File: src/design/clwec_pkg.sv
// Shared constants, types and helpers of the cache line write extent coalescer.
// Depends on nothing; imported by every module of the block.
package clwec_pkg;

    localparam int ADDRESS_BITS_DEF = 48;
    localparam int LENGTH_BITS_DEF  = 25;

    localparam int LOG2_BITS      = 5;
    localparam int LINE_LOG2_MIN  = 12;
    localparam int LINE_LOG2_MAX  = 16;
    localparam int LSIZE_BITS     = LINE_LOG2_MAX + 1;
    localparam int OFFSET_BITS    = LINE_LOG2_MAX;
    localparam int INDEX_BITS     = 32;
    localparam int BUF_BITS       = 32;
    localparam int POS_BITS       = BUF_BITS + 1;
    localparam int OUTQ_DEPTH     = 4;

    typedef enum logic {
        CFG_LINE_SIZE_LOG2 = 1'b0,
        CFG_DATA_AREA_BASE = 1'b1
    } t_cfg_reg;

    typedef struct packed {
        logic first;
        logic last;
        logic hit;
        logic seq;
    } t_line_flags;

    // Limit a written line size to the supported range.
    function automatic logic [LOG2_BITS-1:0] clamp_log2(input logic [LOG2_BITS-1:0] v);
        logic [LOG2_BITS-1:0] r;
        if (v < LOG2_BITS'(LINE_LOG2_MIN)) begin
            r = LOG2_BITS'(LINE_LOG2_MIN);
        end else if (v > LOG2_BITS'(LINE_LOG2_MAX)) begin
            r = LOG2_BITS'(LINE_LOG2_MAX);
        end else begin
            r = v;
        end
        return r;
    endfunction

endpackage

File: src/design/clwec_prep.sv
// Input register of the coalescer: line address arithmetic done on the way in.
// Depends on clwec_pkg.
module clwec_prep import clwec_pkg::*; #(
    parameter int ADDRESS_BITS = ADDRESS_BITS_DEF,
    parameter int LENGTH_BITS  = LENGTH_BITS_DEF
) (
    input  logic                      i_clk,
    input  logic                      i_rst_n,
    input  logic [LOG2_BITS-1:0]      i_line_log2,
    input  logic [ADDRESS_BITS-1:0]   i_data_base,
    input  logic                      i_valid,
    output logic                      o_ready,
    input  logic                      i_first_line,
    input  logic                      i_last_line,
    input  logic                      i_sequential,
    input  logic [ADDRESS_BITS-1:0]   i_request_address,
    input  logic [LENGTH_BITS-1:0]    i_request_length,
    input  logic [BUF_BITS-1:0]       i_buffer_base,
    input  logic [INDEX_BITS-1:0]     i_cache_line_index,
    input  logic                      i_line_hit,
    input  logic                      i_take,
    output logic                      o_valid,
    output t_line_flags               o_flags,
    output logic [ADDRESS_BITS:0]     o_line_addr,
    output logic [ADDRESS_BITS:0]     o_run_addr,
    output logic [ADDRESS_BITS:0]     o_line_end,
    output logic [LENGTH_BITS-1:0]    o_head_len,
    output logic [LENGTH_BITS-1:0]    o_lsize,
    output logic [OFFSET_BITS-1:0]    o_skip,
    output logic [LENGTH_BITS-1:0]    o_req_length,
    output logic [BUF_BITS-1:0]       o_buffer_base
);

    localparam int DEV_BITS = ADDRESS_BITS + 1;

    logic                   r_valid;
    logic                   n_valid;
    t_line_flags            r_flags;
    logic [DEV_BITS-1:0]    r_line_addr;
    logic [DEV_BITS-1:0]    r_run_addr;
    logic [DEV_BITS-1:0]    r_line_end;
    logic [LENGTH_BITS-1:0] r_head_len;
    logic [LENGTH_BITS-1:0] r_lsize;
    logic [OFFSET_BITS-1:0] r_skip;
    logic [LENGTH_BITS-1:0] r_req_length;
    logic [BUF_BITS-1:0]    r_buffer_base;

    logic [LSIZE_BITS-1:0]  lsize;
    logic [OFFSET_BITS-1:0] lmask;
    logic [OFFSET_BITS-1:0] head_off;
    logic [OFFSET_BITS-1:0] end_low;
    logic [DEV_BITS-1:0]    idx_ext;
    logic [DEV_BITS-1:0]    idx_sh;
    logic [DEV_BITS-1:0]    idx_next_sh;
    logic [DEV_BITS-1:0]    base_ext;
    logic [DEV_BITS-1:0]    n_line_addr;
    logic [DEV_BITS-1:0]    n_run_addr;
    logic [DEV_BITS-1:0]    n_line_end;
    logic [LSIZE_BITS-1:0]  n_head_len;
    logic [OFFSET_BITS-1:0] n_skip;

    assign lsize    = LSIZE_BITS'(1) << i_line_log2;
    assign lmask    = lsize[OFFSET_BITS-1:0] - OFFSET_BITS'(1);
    assign head_off = i_first_line ? (i_request_address[OFFSET_BITS-1:0] & lmask) : '0;
    assign idx_ext  = DEV_BITS'(i_cache_line_index);
    assign idx_sh   = idx_ext << i_line_log2;
    assign idx_next_sh = (idx_ext + DEV_BITS'(1)) << i_line_log2;
    assign base_ext = DEV_BITS'(i_data_base);

    // Offset bits sit below the line boundary, so OR places them.
    assign n_line_addr = base_ext + idx_sh;
    assign n_run_addr  = base_ext + (idx_sh | DEV_BITS'(head_off));
    assign n_line_end  = base_ext + idx_next_sh;
    assign n_head_len  = lsize - LSIZE_BITS'(head_off);

    assign end_low = (i_request_address[OFFSET_BITS-1:0]
                      + i_request_length[OFFSET_BITS-1:0]) & lmask;
    assign n_skip  = (lsize[OFFSET_BITS-1:0] - end_low) & lmask;

    assign o_ready = !r_valid || i_take;
    assign n_valid = o_ready ? i_valid : 1'b1;

    always_ff @(posedge i_clk) begin
        if (!i_rst_n) begin
            r_valid <= 1'b0;
        end else begin
            r_valid <= n_valid;
        end
    end

    always_ff @(posedge i_clk) begin
        if (i_valid && o_ready) begin
            r_flags.first <= i_first_line;
            r_flags.last  <= i_last_line;
            r_flags.hit   <= i_line_hit;
            r_flags.seq   <= i_sequential;
            r_line_addr   <= n_line_addr;
            r_run_addr    <= n_run_addr;
            r_line_end    <= n_line_end;
            r_head_len    <= LENGTH_BITS'(n_head_len);
            r_lsize       <= LENGTH_BITS'(lsize);
            r_skip        <= n_skip;
            r_req_length  <= i_request_length;
            r_buffer_base <= i_buffer_base;
        end
    end

    assign o_valid       = r_valid;
    assign o_flags       = r_flags;
    assign o_line_addr   = r_line_addr;
    assign o_run_addr    = r_run_addr;
    assign o_line_end    = r_line_end;
    assign o_head_len    = r_head_len;
    assign o_lsize       = r_lsize;
    assign o_skip        = r_skip;
    assign o_req_length  = r_req_length;
    assign o_buffer_base = r_buffer_base;

endmodule

File: src/design/clwec_merge.sv
// Run tracking of the coalescer: merges contiguous lines and builds up to two extents.
// Depends on clwec_pkg; fed by clwec_prep, drains into clwec_outq.
module clwec_merge import clwec_pkg::*; #(
    parameter int ADDRESS_BITS = ADDRESS_BITS_DEF,
    parameter int LENGTH_BITS  = LENGTH_BITS_DEF
) (
    input  logic                      i_clk,
    input  logic                      i_rst_n,
    input  logic                      i_valid,
    input  logic                      i_room,
    input  t_line_flags               i_flags,
    input  logic [ADDRESS_BITS:0]     i_line_addr,
    input  logic [ADDRESS_BITS:0]     i_run_addr,
    input  logic [ADDRESS_BITS:0]     i_line_end,
    input  logic [LENGTH_BITS-1:0]    i_head_len,
    input  logic [LENGTH_BITS-1:0]    i_lsize,
    input  logic [OFFSET_BITS-1:0]    i_skip,
    input  logic [LENGTH_BITS-1:0]    i_req_length,
    input  logic [BUF_BITS-1:0]       i_buffer_base,
    output logic [1:0]                o_push,
    output logic [ADDRESS_BITS+LENGTH_BITS+POS_BITS+1:0] o_ext0,
    output logic [ADDRESS_BITS+LENGTH_BITS+POS_BITS+1:0] o_ext1
);

    localparam int DEV_BITS = ADDRESS_BITS + 1;
    localparam logic [LENGTH_BITS-1:0] LEN_MAX = '1;

    logic                   r_run_open;
    logic                   r_seq;
    logic [DEV_BITS-1:0]    r_run_start;
    logic [DEV_BITS-1:0]    r_run_end;
    logic [LENGTH_BITS-1:0] r_run_len;
    logic [LENGTH_BITS-1:0] r_bytes;
    logic [LENGTH_BITS-1:0] r_rem;
    logic [OFFSET_BITS-1:0] r_held_skip;
    logic [BUF_BITS-1:0]    r_held_bbase;

    logic                   n_run_open;
    logic                   n_seq;
    logic [DEV_BITS-1:0]    n_run_start;
    logic [DEV_BITS-1:0]    n_run_end;
    logic [LENGTH_BITS-1:0] n_run_len;
    logic [LENGTH_BITS-1:0] n_bytes;
    logic [LENGTH_BITS-1:0] n_rem;
    logic [OFFSET_BITS-1:0] n_held_skip;
    logic [BUF_BITS-1:0]    n_held_bbase;

    logic                   advance;
    logic                   first;
    logic                   open0;
    logic                   contig;
    logic [LENGTH_BITS:0]   ext_sum;
    logic [LENGTH_BITS-1:0] ext_len;
    logic [DEV_BITS-1:0]    ext_end;
    logic                   emit1;
    logic [LENGTH_BITS-1:0] len1;
    logic [POS_BITS-1:0]    pos1;
    logic [LENGTH_BITS-1:0] bytes_a;
    logic [LENGTH_BITS-1:0] rem_a;
    logic [LENGTH_BITS:0]   hit_sum;
    logic [LENGTH_BITS-1:0] bytes_hit;
    logic [LENGTH_BITS-1:0] rem_hit;
    logic                   open_after;
    logic [DEV_BITS-1:0]    start_after;
    logic [LENGTH_BITS-1:0] len_after;
    logic [DEV_BITS-1:0]    end_after;
    logic                   emit2;
    logic [LENGTH_BITS-1:0] skip_eff;
    logic [LENGTH_BITS-1:0] trim;
    logic [LENGTH_BITS-1:0] len2;
    logic [BUF_BITS-1:0]    bbase_eff;
    logic [POS_BITS-1:0]    pos2;
    logic [1:0]             push;

    assign advance = i_valid && i_room;
    assign first   = i_flags.first;
    assign open0   = !first && r_run_open;
    assign contig  = open0 && (i_line_addr == r_run_end);

    // Extend the open run by a whole line, saturating the length.
    assign ext_sum = {1'b0, r_run_len} + {1'b0, i_lsize};
    assign ext_len = ext_sum[LENGTH_BITS] ? LEN_MAX : ext_sum[LENGTH_BITS-1:0];
    assign ext_end = r_run_start + DEV_BITS'(ext_len);

    // Close the previous run; clamped to what is left, so bytes cannot overflow.
    assign emit1 = open0 && !contig;
    assign len1  = (r_run_len < r_rem) ? r_run_len : r_rem;
    assign pos1  = POS_BITS'(r_held_bbase) + POS_BITS'(r_bytes);

    assign bytes_a = first ? '0 : (emit1 ? (r_bytes + len1) : r_bytes);
    assign rem_a   = first ? i_req_length : (emit1 ? (r_rem - len1) : r_rem);

    // A hit at the head of a run is skipped but still consumes its bytes.
    assign hit_sum   = {1'b0, bytes_a} + {1'b0, i_head_len};
    assign bytes_hit = hit_sum[LENGTH_BITS] ? LEN_MAX : hit_sum[LENGTH_BITS-1:0];
    assign rem_hit   = (rem_a > i_head_len) ? (rem_a - i_head_len) : '0;

    assign open_after  = contig || !i_flags.hit;
    assign start_after = contig ? r_run_start : i_run_addr;
    assign len_after   = contig ? ext_len : i_head_len;
    assign end_after   = contig ? ext_end : i_line_end;

    // Last line: trim the tail and close the run.
    assign emit2     = i_flags.last && open_after;
    assign skip_eff  = LENGTH_BITS'(first ? i_skip : r_held_skip);
    assign trim      = (len_after > skip_eff) ? (len_after - skip_eff) : '0;
    assign len2      = (trim < rem_a) ? trim : rem_a;
    assign bbase_eff = first ? i_buffer_base : r_held_bbase;
    assign pos2      = POS_BITS'(bbase_eff) + POS_BITS'(bytes_a);

    always_comb begin
        n_run_open   = r_run_open;
        n_seq        = r_seq;
        n_run_start  = r_run_start;
        n_run_end    = r_run_end;
        n_run_len    = r_run_len;
        n_bytes      = r_bytes;
        n_rem        = r_rem;
        n_held_skip  = r_held_skip;
        n_held_bbase = r_held_bbase;
        push         = 2'd0;
        o_ext0       = {r_run_start, len1, pos1, !(emit1 && emit2)};
        o_ext1       = {start_after, len2, pos2, 1'b1};

        if (first) begin
            n_seq        = i_flags.seq;
            n_held_skip  = i_skip;
            n_held_bbase = i_buffer_base;
        end

        if (first && i_flags.seq) begin
            // Whole request as one write at the first line's position.
            n_run_open = 1'b0;
            n_bytes    = '0;
            n_rem      = i_req_length;
            push       = 2'd1;
            o_ext0     = {i_run_addr, i_req_length, POS_BITS'(i_buffer_base), 1'b1};
        end else if (first || !r_seq) begin
            n_run_open  = open_after && !emit2;
            n_run_start = start_after;
            n_run_len   = len_after;
            n_run_end   = end_after;
            if (!open_after) begin
                n_bytes = bytes_hit;
                n_rem   = rem_hit;
            end else if (emit2) begin
                n_bytes = bytes_a + len2;
                n_rem   = rem_a - len2;
            end else begin
                n_bytes = bytes_a;
                n_rem   = rem_a;
            end
            push = {1'b0, emit1} + {1'b0, emit2};
            if (!emit1) begin
                o_ext0 = {start_after, len2, pos2, 1'b1};
            end
        end
    end

    assign o_push = advance ? push : 2'd0;

    always_ff @(posedge i_clk) begin
        if (!i_rst_n) begin
            r_run_open   <= 1'b0;
            r_seq        <= 1'b0;
            r_bytes      <= '0;
            r_rem        <= '0;
            r_held_skip  <= '0;
            r_held_bbase <= '0;
        end else if (advance) begin
            r_run_open   <= n_run_open;
            r_seq        <= n_seq;
            r_bytes      <= n_bytes;
            r_rem        <= n_rem;
            r_held_skip  <= n_held_skip;
            r_held_bbase <= n_held_bbase;
        end
    end

    always_ff @(posedge i_clk) begin
        if (advance) begin
            r_run_start <= n_run_start;
            r_run_end   <= n_run_end;
            r_run_len   <= n_run_len;
        end
    end

endmodule

File: src/design/clwec_outq.sv
// Result queue of the coalescer: takes up to two extents a cycle, gives one.
// Depends on clwec_pkg.
module clwec_outq import clwec_pkg::*; #(
    parameter int WIDTH = 2
) (
    input  logic             i_clk,
    input  logic             i_rst_n,
    input  logic [1:0]       i_push,
    input  logic [WIDTH-1:0] i_ext0,
    input  logic [WIDTH-1:0] i_ext1,
    output logic             o_room,
    output logic             o_valid,
    input  logic             i_ready,
    output logic [WIDTH-1:0] o_data
);

    localparam int PTR_BITS = $clog2(OUTQ_DEPTH);
    localparam int CNT_BITS = PTR_BITS + 1;

    logic [WIDTH-1:0]    r_mem [OUTQ_DEPTH];
    logic [PTR_BITS-1:0] r_wr;
    logic [PTR_BITS-1:0] r_rd;
    logic [CNT_BITS-1:0] r_count;
    logic [PTR_BITS-1:0] n_wr;
    logic [PTR_BITS-1:0] n_rd;
    logic [CNT_BITS-1:0] n_count;
    logic [PTR_BITS-1:0] wr_next;
    logic                pop;

    assign pop     = (r_count != '0) && i_ready;
    assign wr_next = r_wr + PTR_BITS'(1);
    assign n_wr    = r_wr + PTR_BITS'(i_push);
    assign n_rd    = r_rd + PTR_BITS'(pop);
    assign n_count = r_count + CNT_BITS'(i_push) - CNT_BITS'(pop);

    // Room for a worst-case pair of extents.
    assign o_room  = r_count <= CNT_BITS'(OUTQ_DEPTH - 2);
    assign o_valid = r_count != '0;
    assign o_data  = r_mem[r_rd];

    always_ff @(posedge i_clk) begin
        if (!i_rst_n) begin
            r_wr    <= '0;
            r_rd    <= '0;
            r_count <= '0;
        end else begin
            r_wr    <= n_wr;
            r_rd    <= n_rd;
            r_count <= n_count;
        end
    end

    always_ff @(posedge i_clk) begin
        if (i_push != 2'd0) begin
            r_mem[r_wr] <= i_ext0;
        end
        if (i_push == 2'd2) begin
            r_mem[wr_next] <= i_ext1;
        end
    end

endmodule

File: src/design/cache_line_write_extent_coalescer.sv
// Channel   | handshake                 | item
// ----------+---------------------------+-------------------------------------------
// line in   | i_valid / o_ready         | one mapped cache line of a request
// extent    | o_valid / i_ready         | one device write extent (addr, len, pos)
// config    | i_cfg_valid / o_cfg_ready | register index and write data
//
// One line item is taken per cycle while o_ready is high; its extents pass through the
// input register and the result queue. A line item gives zero, one or two extents.
// The input register and the four-entry result queue set the rate: o_ready drops only
// while the queue holds more than two extents and the input register is full.
// Synchronous active-low reset empties both stages and clears the run state.
// Configuration writes are always taken (o_cfg_ready is tied high).
//
// Top level of the cache line write extent coalescer. Depends on clwec_pkg,
// clwec_prep, clwec_merge and clwec_outq.
module cache_line_write_extent_coalescer import clwec_pkg::*; #(
    parameter int ADDRESS_BITS = ADDRESS_BITS_DEF,
    parameter int LENGTH_BITS  = LENGTH_BITS_DEF
) (
    input  logic                    i_clk,
    input  logic                    i_rst_n,
    // configuration
    input  logic                    i_cfg_valid,
    output logic                    o_cfg_ready,
    input  logic                    i_cfg_index,
    input  logic [ADDRESS_BITS-1:0] i_cfg_data,
    // line items
    input  logic                    i_valid,
    output logic                    o_ready,
    input  logic                    i_first_line,
    input  logic                    i_last_line,
    input  logic                    i_sequential,
    input  logic [ADDRESS_BITS-1:0] i_request_address,
    input  logic [LENGTH_BITS-1:0]  i_request_length,
    input  logic [BUF_BITS-1:0]     i_buffer_base,
    input  logic [INDEX_BITS-1:0]   i_cache_line_index,
    input  logic                    i_line_hit,
    // extent items
    output logic                    o_valid,
    input  logic                    i_ready,
    output logic [ADDRESS_BITS:0]   o_device_address,
    output logic [LENGTH_BITS-1:0]  o_write_length,
    output logic [POS_BITS-1:0]     o_buffer_position,
    output logic                    o_end_of_run
);

    localparam int DEV_BITS = ADDRESS_BITS + 1;
    localparam int EXT_BITS = DEV_BITS + LENGTH_BITS + POS_BITS + 1;

    // Configuration registers; the line size is held already clamped.
    logic [LOG2_BITS-1:0]    r_line_log2;
    logic [ADDRESS_BITS-1:0] r_data_base;

    // Input register to run logic.
    logic                   s1_valid;
    t_line_flags            s1_flags;
    logic [DEV_BITS-1:0]    s1_line_addr;
    logic [DEV_BITS-1:0]    s1_run_addr;
    logic [DEV_BITS-1:0]    s1_line_end;
    logic [LENGTH_BITS-1:0] s1_head_len;
    logic [LENGTH_BITS-1:0] s1_lsize;
    logic [OFFSET_BITS-1:0] s1_skip;
    logic [LENGTH_BITS-1:0] s1_req_length;
    logic [BUF_BITS-1:0]    s1_buffer_base;

    // Run logic to result queue.
    logic [1:0]             q_push;
    logic [EXT_BITS-1:0]    q_ext0;
    logic [EXT_BITS-1:0]    q_ext1;
    logic                   q_room;
    logic [EXT_BITS-1:0]    q_data;

    assign o_cfg_ready = 1'b1;

    always_ff @(posedge i_clk) begin
        if (!i_rst_n) begin
            r_line_log2 <= LOG2_BITS'(LINE_LOG2_MIN);
            r_data_base <= '0;
        end else if (i_cfg_valid) begin
            case (i_cfg_index)
                CFG_LINE_SIZE_LOG2: r_line_log2 <= clamp_log2(i_cfg_data[LOG2_BITS-1:0]);
                CFG_DATA_AREA_BASE: r_data_base <= i_cfg_data;
                default: ;
            endcase
        end
    end

    // Register the line and work out its device addresses on the way in.
    clwec_prep #(
        .ADDRESS_BITS (ADDRESS_BITS),
        .LENGTH_BITS  (LENGTH_BITS)
    ) u_prep (
        .i_clk              (i_clk),
        .i_rst_n            (i_rst_n),
        .i_line_log2        (r_line_log2),
        .i_data_base        (r_data_base),
        .i_valid            (i_valid),
        .o_ready            (o_ready),
        .i_first_line       (i_first_line),
        .i_last_line        (i_last_line),
        .i_sequential       (i_sequential),
        .i_request_address  (i_request_address),
        .i_request_length   (i_request_length),
        .i_buffer_base      (i_buffer_base),
        .i_cache_line_index (i_cache_line_index),
        .i_line_hit         (i_line_hit),
        .i_take             (q_room),
        .o_valid            (s1_valid),
        .o_flags            (s1_flags),
        .o_line_addr        (s1_line_addr),
        .o_run_addr         (s1_run_addr),
        .o_line_end         (s1_line_end),
        .o_head_len         (s1_head_len),
        .o_lsize            (s1_lsize),
        .o_skip             (s1_skip),
        .o_req_length       (s1_req_length),
        .o_buffer_base      (s1_buffer_base)
    );

    // Merge contiguous lines into runs; close a run on a break or on the last line.
    clwec_merge #(
        .ADDRESS_BITS (ADDRESS_BITS),
        .LENGTH_BITS  (LENGTH_BITS)
    ) u_merge (
        .i_clk         (i_clk),
        .i_rst_n       (i_rst_n),
        .i_valid       (s1_valid),
        .i_room        (q_room),
        .i_flags       (s1_flags),
        .i_line_addr   (s1_line_addr),
        .i_run_addr    (s1_run_addr),
        .i_line_end    (s1_line_end),
        .i_head_len    (s1_head_len),
        .i_lsize       (s1_lsize),
        .i_skip        (s1_skip),
        .i_req_length  (s1_req_length),
        .i_buffer_base (s1_buffer_base),
        .o_push        (q_push),
        .o_ext0        (q_ext0),
        .o_ext1        (q_ext1)
    );

    // Hold finished extents until the consumer takes them.
    clwec_outq #(
        .WIDTH (EXT_BITS)
    ) u_outq (
        .i_clk   (i_clk),
        .i_rst_n (i_rst_n),
        .i_push  (q_push),
        .i_ext0  (q_ext0),
        .i_ext1  (q_ext1),
        .o_room  (q_room),
        .o_valid (o_valid),
        .i_ready (i_ready),
        .o_data  (q_data)
    );

    assign o_device_address  = q_data[EXT_BITS-1 -: DEV_BITS];
    assign o_write_length    = q_data[POS_BITS+1 +: LENGTH_BITS];
    assign o_buffer_position = q_data[1 +: POS_BITS];
    assign o_end_of_run      = q_data[0];

endmodule

File: config.mk
export PLATFORM = sky130hd
export DESIGN_NAME = cache_line_write_extent_coalescer
export DESIGN_NICKNAME = d
export VERILOG_FILES = /design/src/design/clwec_pkg.sv /design/src/design/clwec_prep.sv /design/src/design/clwec_merge.sv /design/src/design/clwec_outq.sv /design/src/design/cache_line_write_extent_coalescer.sv
export SDC_FILE = /design/constraint.sdc
export NUM_CORES = 2
export LEC_CHECK = 0
export ABC_AREA = 1
export CAP_MARGIN = 10
export CORE_MARGIN = 5
export CORE_UTILIZATION = 46
export DETAILED_ROUTE_END_ITERATION = 12
export DONT_BUFFER_PORTS = 1
export GPL_TIMING_DRIVEN = 0
export PLACE_DENSITY_LB_ADDON = 0.3
export SETUP_SLACK_MARGIN = 0.15
export SLEW_MARGIN = 20
export SYNTH_ARGS = -nofsm -noshare
export SYNTH_HDL_FRONTEND = slang
export SYNTH_SLANG_ARGS = --single-unit
File: constraint.sdc
create_clock -name i_clk -period 40.8 [get_ports i_clk]
set_input_delay 4.08 -clock i_clk [delete_from_list [all_inputs] [get_ports i_clk]]
set_output_delay 4.08 -clock i_clk [all_outputs]
set_load 0.01 [all_outputs]
# Word-level counts from Yosys, hierarchy flattened
# Memories as Yosys holds them, arrays and structs flattened. A register that Yosys moved wholly into a read port is not among the register bits.
# Index checks and enable logic that the tools add are counted.
# totals
n_memories,1
ff_bits,542
in_bits,195
output_inout_bits,111
ram_bits,432
wordCells,139
# mem_list
memory,depth,width,read_ports,rd_ports_with_merged_regs,wr,line,rtl
u_outq.r_mem,4,108,1,1,2,clwec_outq.sv:20,logic [WIDTH-1:0] r_mem [OUTQ_DEPTH];
# classes
bitwise_logic,6
reduce_logical,28
magnitude_cmp,7
n_mux,40
add_sub_neg,25
eq_ne,2
n_shift,3
# op_table
op,count
25-bit 2-to-1 mux,19
108-bit 2-to-1 mux,3
48-bit by 49-bit adder with 49-bit output,3
49-bit 2-to-1 mux,2
25-bit subtractor,3
32-bit by 25-bit adder with 33-bit output,2
25-bit by 17-bit adder with 26-bit output,2
25-bit adder,2
25-bit less-than comparator,2
49-bit by 25-bit adder with 49-bit output,1
49-bit == test,1
49-bit by 16-bit OR with 49-bit output,1
32-bit by 5-bit << shifter with 49-bit output,1
49-bit by 5-bit << shifter with 49-bit output,1
16-bit AND,3
32-bit by 1-bit adder with 33-bit output (second input constant),1
16-bit 2-to-1 mux,2
32-bit 2-to-1 mux,1
25-bit by 17-bit > comparator with 1-bit output,1
25-bit > comparator,1
25-bit by 17-bit subtractor with 25-bit output,1
1-bit by 5-bit << shifter with 17-bit output (first input constant),1
17-bit by 16-bit subtractor with 17-bit output,1
16-bit adder,1
other kinds (23),55

# Depth between registers and ports, before layout
# depth
ltp_word,14
depth_mapped,68

# Modules after synthesis
# Synthesis repeated with hierarchy kept, for this count alone.
# unflattened
hier_cells,10383
hier_area_um2,76078.0
# modules_own_cells
mod,area_each_um2,cells_per_inst,n_inst
clwec_merge,29758.5,4817,1
clwec_prep,23072.1,3154,1
clwec_outq,21363.0,2172,1
cache_line_write_extent_coalescer,1884.3,240,1

# Worst setup path after synthesis
# OpenSTA, ideal clock, no wires.
# synth_path
kind,input port to flip-flop
startpoint,input port i_valid
endpoint,"register u_prep.r_buffer_base[0], in the netlist u_prep.o_buffer_base[0] (enable)"
path_slack_ns,23.344
arrival_time_ns,16.493
path_stages,2
setup_ns,0.963
path_cell_list,inv_1 a21oi_1
# synth_via
elab_chain_cells,1
# synth_lines
item,line,rtl
"start, declared",cache_line_write_extent_coalescer.sv:28,"input logic i_valid,"
1-bit logical AND,clwec_prep.sv:92,if (i_valid && o_ready) begin
"end signal, assigned",clwec_prep.sv:104,r_buffer_base <= i_buffer_base;
"end, declared",clwec_prep.sv:46,logic [BUF_BITS-1:0] r_buffer_base;
# Every way passes these cells.
# A chain may end at the register's enable or synchronous reset.

# Worst setup path in the final report
# layout_path
startpoint,"register, netlist name u_prep.o_flags[3]"
endpoint,register u_merge.r_bytes[23]
# layout_via
elab_chain_cells,14
elab_cells_between_ends,29
classes_between,add/sub: 3; order compare: 2; mux: 13; reduce/logical: 11
# layout_lines
item,line,rtl
branches (longest 14 deep; another with 25-bit subtractor),n/a,
"end signal, assigned",clwec_merge.sv:173,r_bytes <= n_bytes;
"end, declared",clwec_merge.sv:33,logic [LENGTH_BITS-1:0] r_bytes;
# Parallel ways; which one is timed is not known. The select of a mux whose other input is x is not followed.

==> results.md <==
* Status: complete, no violations
* Peak supply drop at around 0.000036 V
* RSZ-0062 raised after global routing: no
* Initial core utilization at a little under half
* Ys flop type: edfxtp_1
* Synth warn at 0
* Sequential fraction of the synthesis area at ~39%
* TritonCTS Buffers at roughly 110
* Crit-path leading delay family: compound AO/OA/AOI/OAI gates
* CP Launch Type: flip-flop
* Routed met1 length at between 100 and 150 mm
* Die Span X at approximately 400 µm
* Die area at about 0.16 mm²
* Period utilisation layout at roughly two fifths
* IO Port Bufs at 0
* DP Wirelength at 251 mm
* TNS Setup at 0 ns
* Power Dens Cells at approximately 57 mW/mm²
* Commonest non-fill, non-tap cell in the layout: nand2_1
* Share of the synthesized area in the top cell type at 34.7%
* Setup bufs post-CTS at 0
* WP data required at a little over 40 ns
* Fin Clk Skew at between 0.09 and 0.1 ns
* Syn Area/Cell at about 7.8 µm²
* Unique cell type count in the Yosys netlist at 75
* Finish-stage setup viols at 0
* Dominant cell type by area after synthesis: edfxtp_1
* Routed WL at just over 300 mm
* Async S/R FF share, synth at 0%
* Met2 wire len at about 130 mm
* Clock-pin transition on the worst setup and hold timing paths at 0.07 ns
* Routed wl met3 at roughly 33 mm
* CP Capture Type: flip-flop
* Crit-path max FO at 10
* Vias in the first global route at 63,900
* # resized after CTS at 0
* Core Rows at roughly 140
* Initial DRC count at 8,637
* Area Growth Syn to Fin at 10.0%
* Wire per inst at ~27 µm
* Largest net degree at the start of global routing at 70
* Hold Crit Class: reg2reg
* Mapped Cells at approximately 9,000
* Worst rel slew slack at between 10% and 20%
* Routed vias at roughly 69,000
* DRC Markers at 0
* Clk sink count at between 900 and 1,000
* Shortest period the worst path allows at approximately 16 ns
* CP arrival at ~17 ns
* Global route overflow at 0
* Buffer and inverter count on the worst path at 14
* Most frequent cells in the layout: 1,679 x nand2_1, 1,047 x o21ai_0, 1,024 x inv_1
* 1st-pass router iterations at 7
* Detail Route Antenna Nets at 0
* CTS Hold Bufs at 0
* Finished Layout Cells at roughly 11,000
* Layout cells sized above 1 at 3.93%
* CP max stage cell: clkbuf_1
* Total GRT Usage at between 30% and 40%
* H-tree levels at 3
* Core area at roughly 0.15 mm²
* Worst slew pin tran at 1.33 ns
* Die Y at around 400 µm
* Final net count at 9,798
* Crit-path max cell delay at around 0.84 ns
* WS Path Type: reg2reg
* First-pass GRT wire length at between 400 and 500 mm
* Root Buffer: clkbuf_16
* Post-synth EDFFs at between 800 and 900
* Ports at 306
* Synthesis-stage register bit count at just under 1,000
* Fmax at around 62 MHz
* R2R setup slack at about 25 ns
* Drt via density at just over 6
* Leak at approximately 32 nW
* Synth top area cells: edfxtp_1 35%, nand2_1 9.0%, ha_1 7.6%
* Syn_nets at between 9,000 and 10,000
* Max cap viols at 0
* Pins Over Slew Limit at 0
* Worst skew pair latency at around 0.8 ns
* Top Metal Used: met5
* Clock buffer depth at 3
* Placed cells at around 11,000
* CTS tree: built
* Final Hold Viols at 0
* Most used cell, CP: nand2_1
* Initial antenna violation count at 20
* Gp weighted congestion at ~1
* Synthesized cell area at ~0.070 mm²
[path summary, 6_finish.rpt]
check,end,cells after the start,start
setup / recovery,u_merge.r_bytes[23],59,u_prep.o_flags[3]
hold / removal,u_merge.r_held_skip[3],2,u_merge.r_held_skip[3]
setup reg to reg,u_merge.r_bytes[23],59,u_prep.o_flags[3]
hold reg to reg,u_merge.r_held_skip[3],2,u_merge.r_held_skip[3]
[logic make-up (layout without fill, tap and decap cells)]
kind of cell / Yosys count / after routing / synth area share [%]
other: 1 / 17 / 0.00535
AND/OR/NAND/NOR: 3043 / 3043 / 17.8
adder cells (fa/ha/maj): 442 / 442 / 8.08
multiplexers: 60 / 60 / 0.857
XOR/XNOR: 383 / 383 / 4.80
flip-flops: 974 / 974 / 39.4
buffers and inverters: 1470 / 1707 / 7.97
AO/OA/AOI/OAI: 2647 / 2647 / 21.1
[worst register-to-register path, delay by kind of cell, from the launching register on]
family                     cells  cell delay [ns]
AOI/OAI and AO/OA             21             5.90
xor gates and xnor gates       1             0.15
adders and majority gates      4             1.39
buffers and inverters         14             5.53
DFF                            1             0.60
and+or+nand+nor               19             2.37
[synth_stat cells (all sizes together) (165+ instances only)]
cell / instances
nand2: 1704
o21ai: 1120
inv: 1045
nor2: 858
edfxtp: 809
a21oi: 656
o22ai: 556
ha: 425
clkbuf: 359
nand3: 253
xor2: 229
dfxtp: 165
[routing by layer]
layer	GRT usage (%)	up-vias
li1	-	31600
met1	50.4	32600
met2	56.1	4007
met3	7.62	659
met4	16.2	6
met5	0	-
[stage by stage]
stage	setup slack (ns)	area (µm²)	power, mW	hold slack, ns	util, %
2_1_floorplan	23.34	70100	2.53	0.429	-
3_3_place_gp	16.75	72600	3.26	0.439	47.8
3_5_place_dp	25.45	73300	3.28	0.445	48.3
4_1_cts	25.43	77000	4.30	0.453	50.8
5_1_grt	24.41	77100	4.56	0.478	50.8
6_report	24.80	77100	4.37	0.454	50.8
[registers in the layout (all words and copies together) (netlist names), 2 cells and up]
| register | count |
|---|---|
| u_prep.o_run_addr | 49 |
| u_merge.r_held_bbase | 32 |
| u_outq.r_mem | 432 |
| u_prep.o_lsize | 17 |
| u_prep.o_buffer_base | 32 |
| u_merge.r_run_start | 49 |
| r_line_log2 | 5 |
| u_prep.o_skip | 16 |
| u_merge.r_held_skip | 16 |
| u_prep.o_head_len | 17 |
| u_prep.o_req_length | 25 |
| r_data_base | 48 |
| u_outq.r_wr | 2 |
| u_prep.o_flags | 4 |
| u_merge.r_run_len | 25 |
| u_prep.o_line_addr | 49 |
| u_merge.r_rem | 25 |
| u_outq.r_rd | 2 |
| u_prep.o_line_end | 49 |
| u_merge.r_bytes | 25 |
| u_merge.r_run_end | 49 |
| u_outq.r_count | 3 |
[report_power, final]
part,switching (mW),leakage [nW],internal [mW]
combinational,1.51,21.6,0.555
clock,0.451,1.77,0.574
sequential,0.0858,8.50,1.20
total,2.04,31.9,2.33
[cell type report]
type / instances / area, µm²
multi-input cells: 6576 / 36900
diodes: 16 / 40.0
inverters: 1052 / 3950
fillers: 14800 / 74600
flip-flops and latches: 974 / 27600
well taps: 2030 / 2540
clock inverters: 67 / 726
clock buffers: 143 / 2980
repair buffers: 27 / 674
plain buffers: 418 / 1650
(Power assumes the default switching activity.)
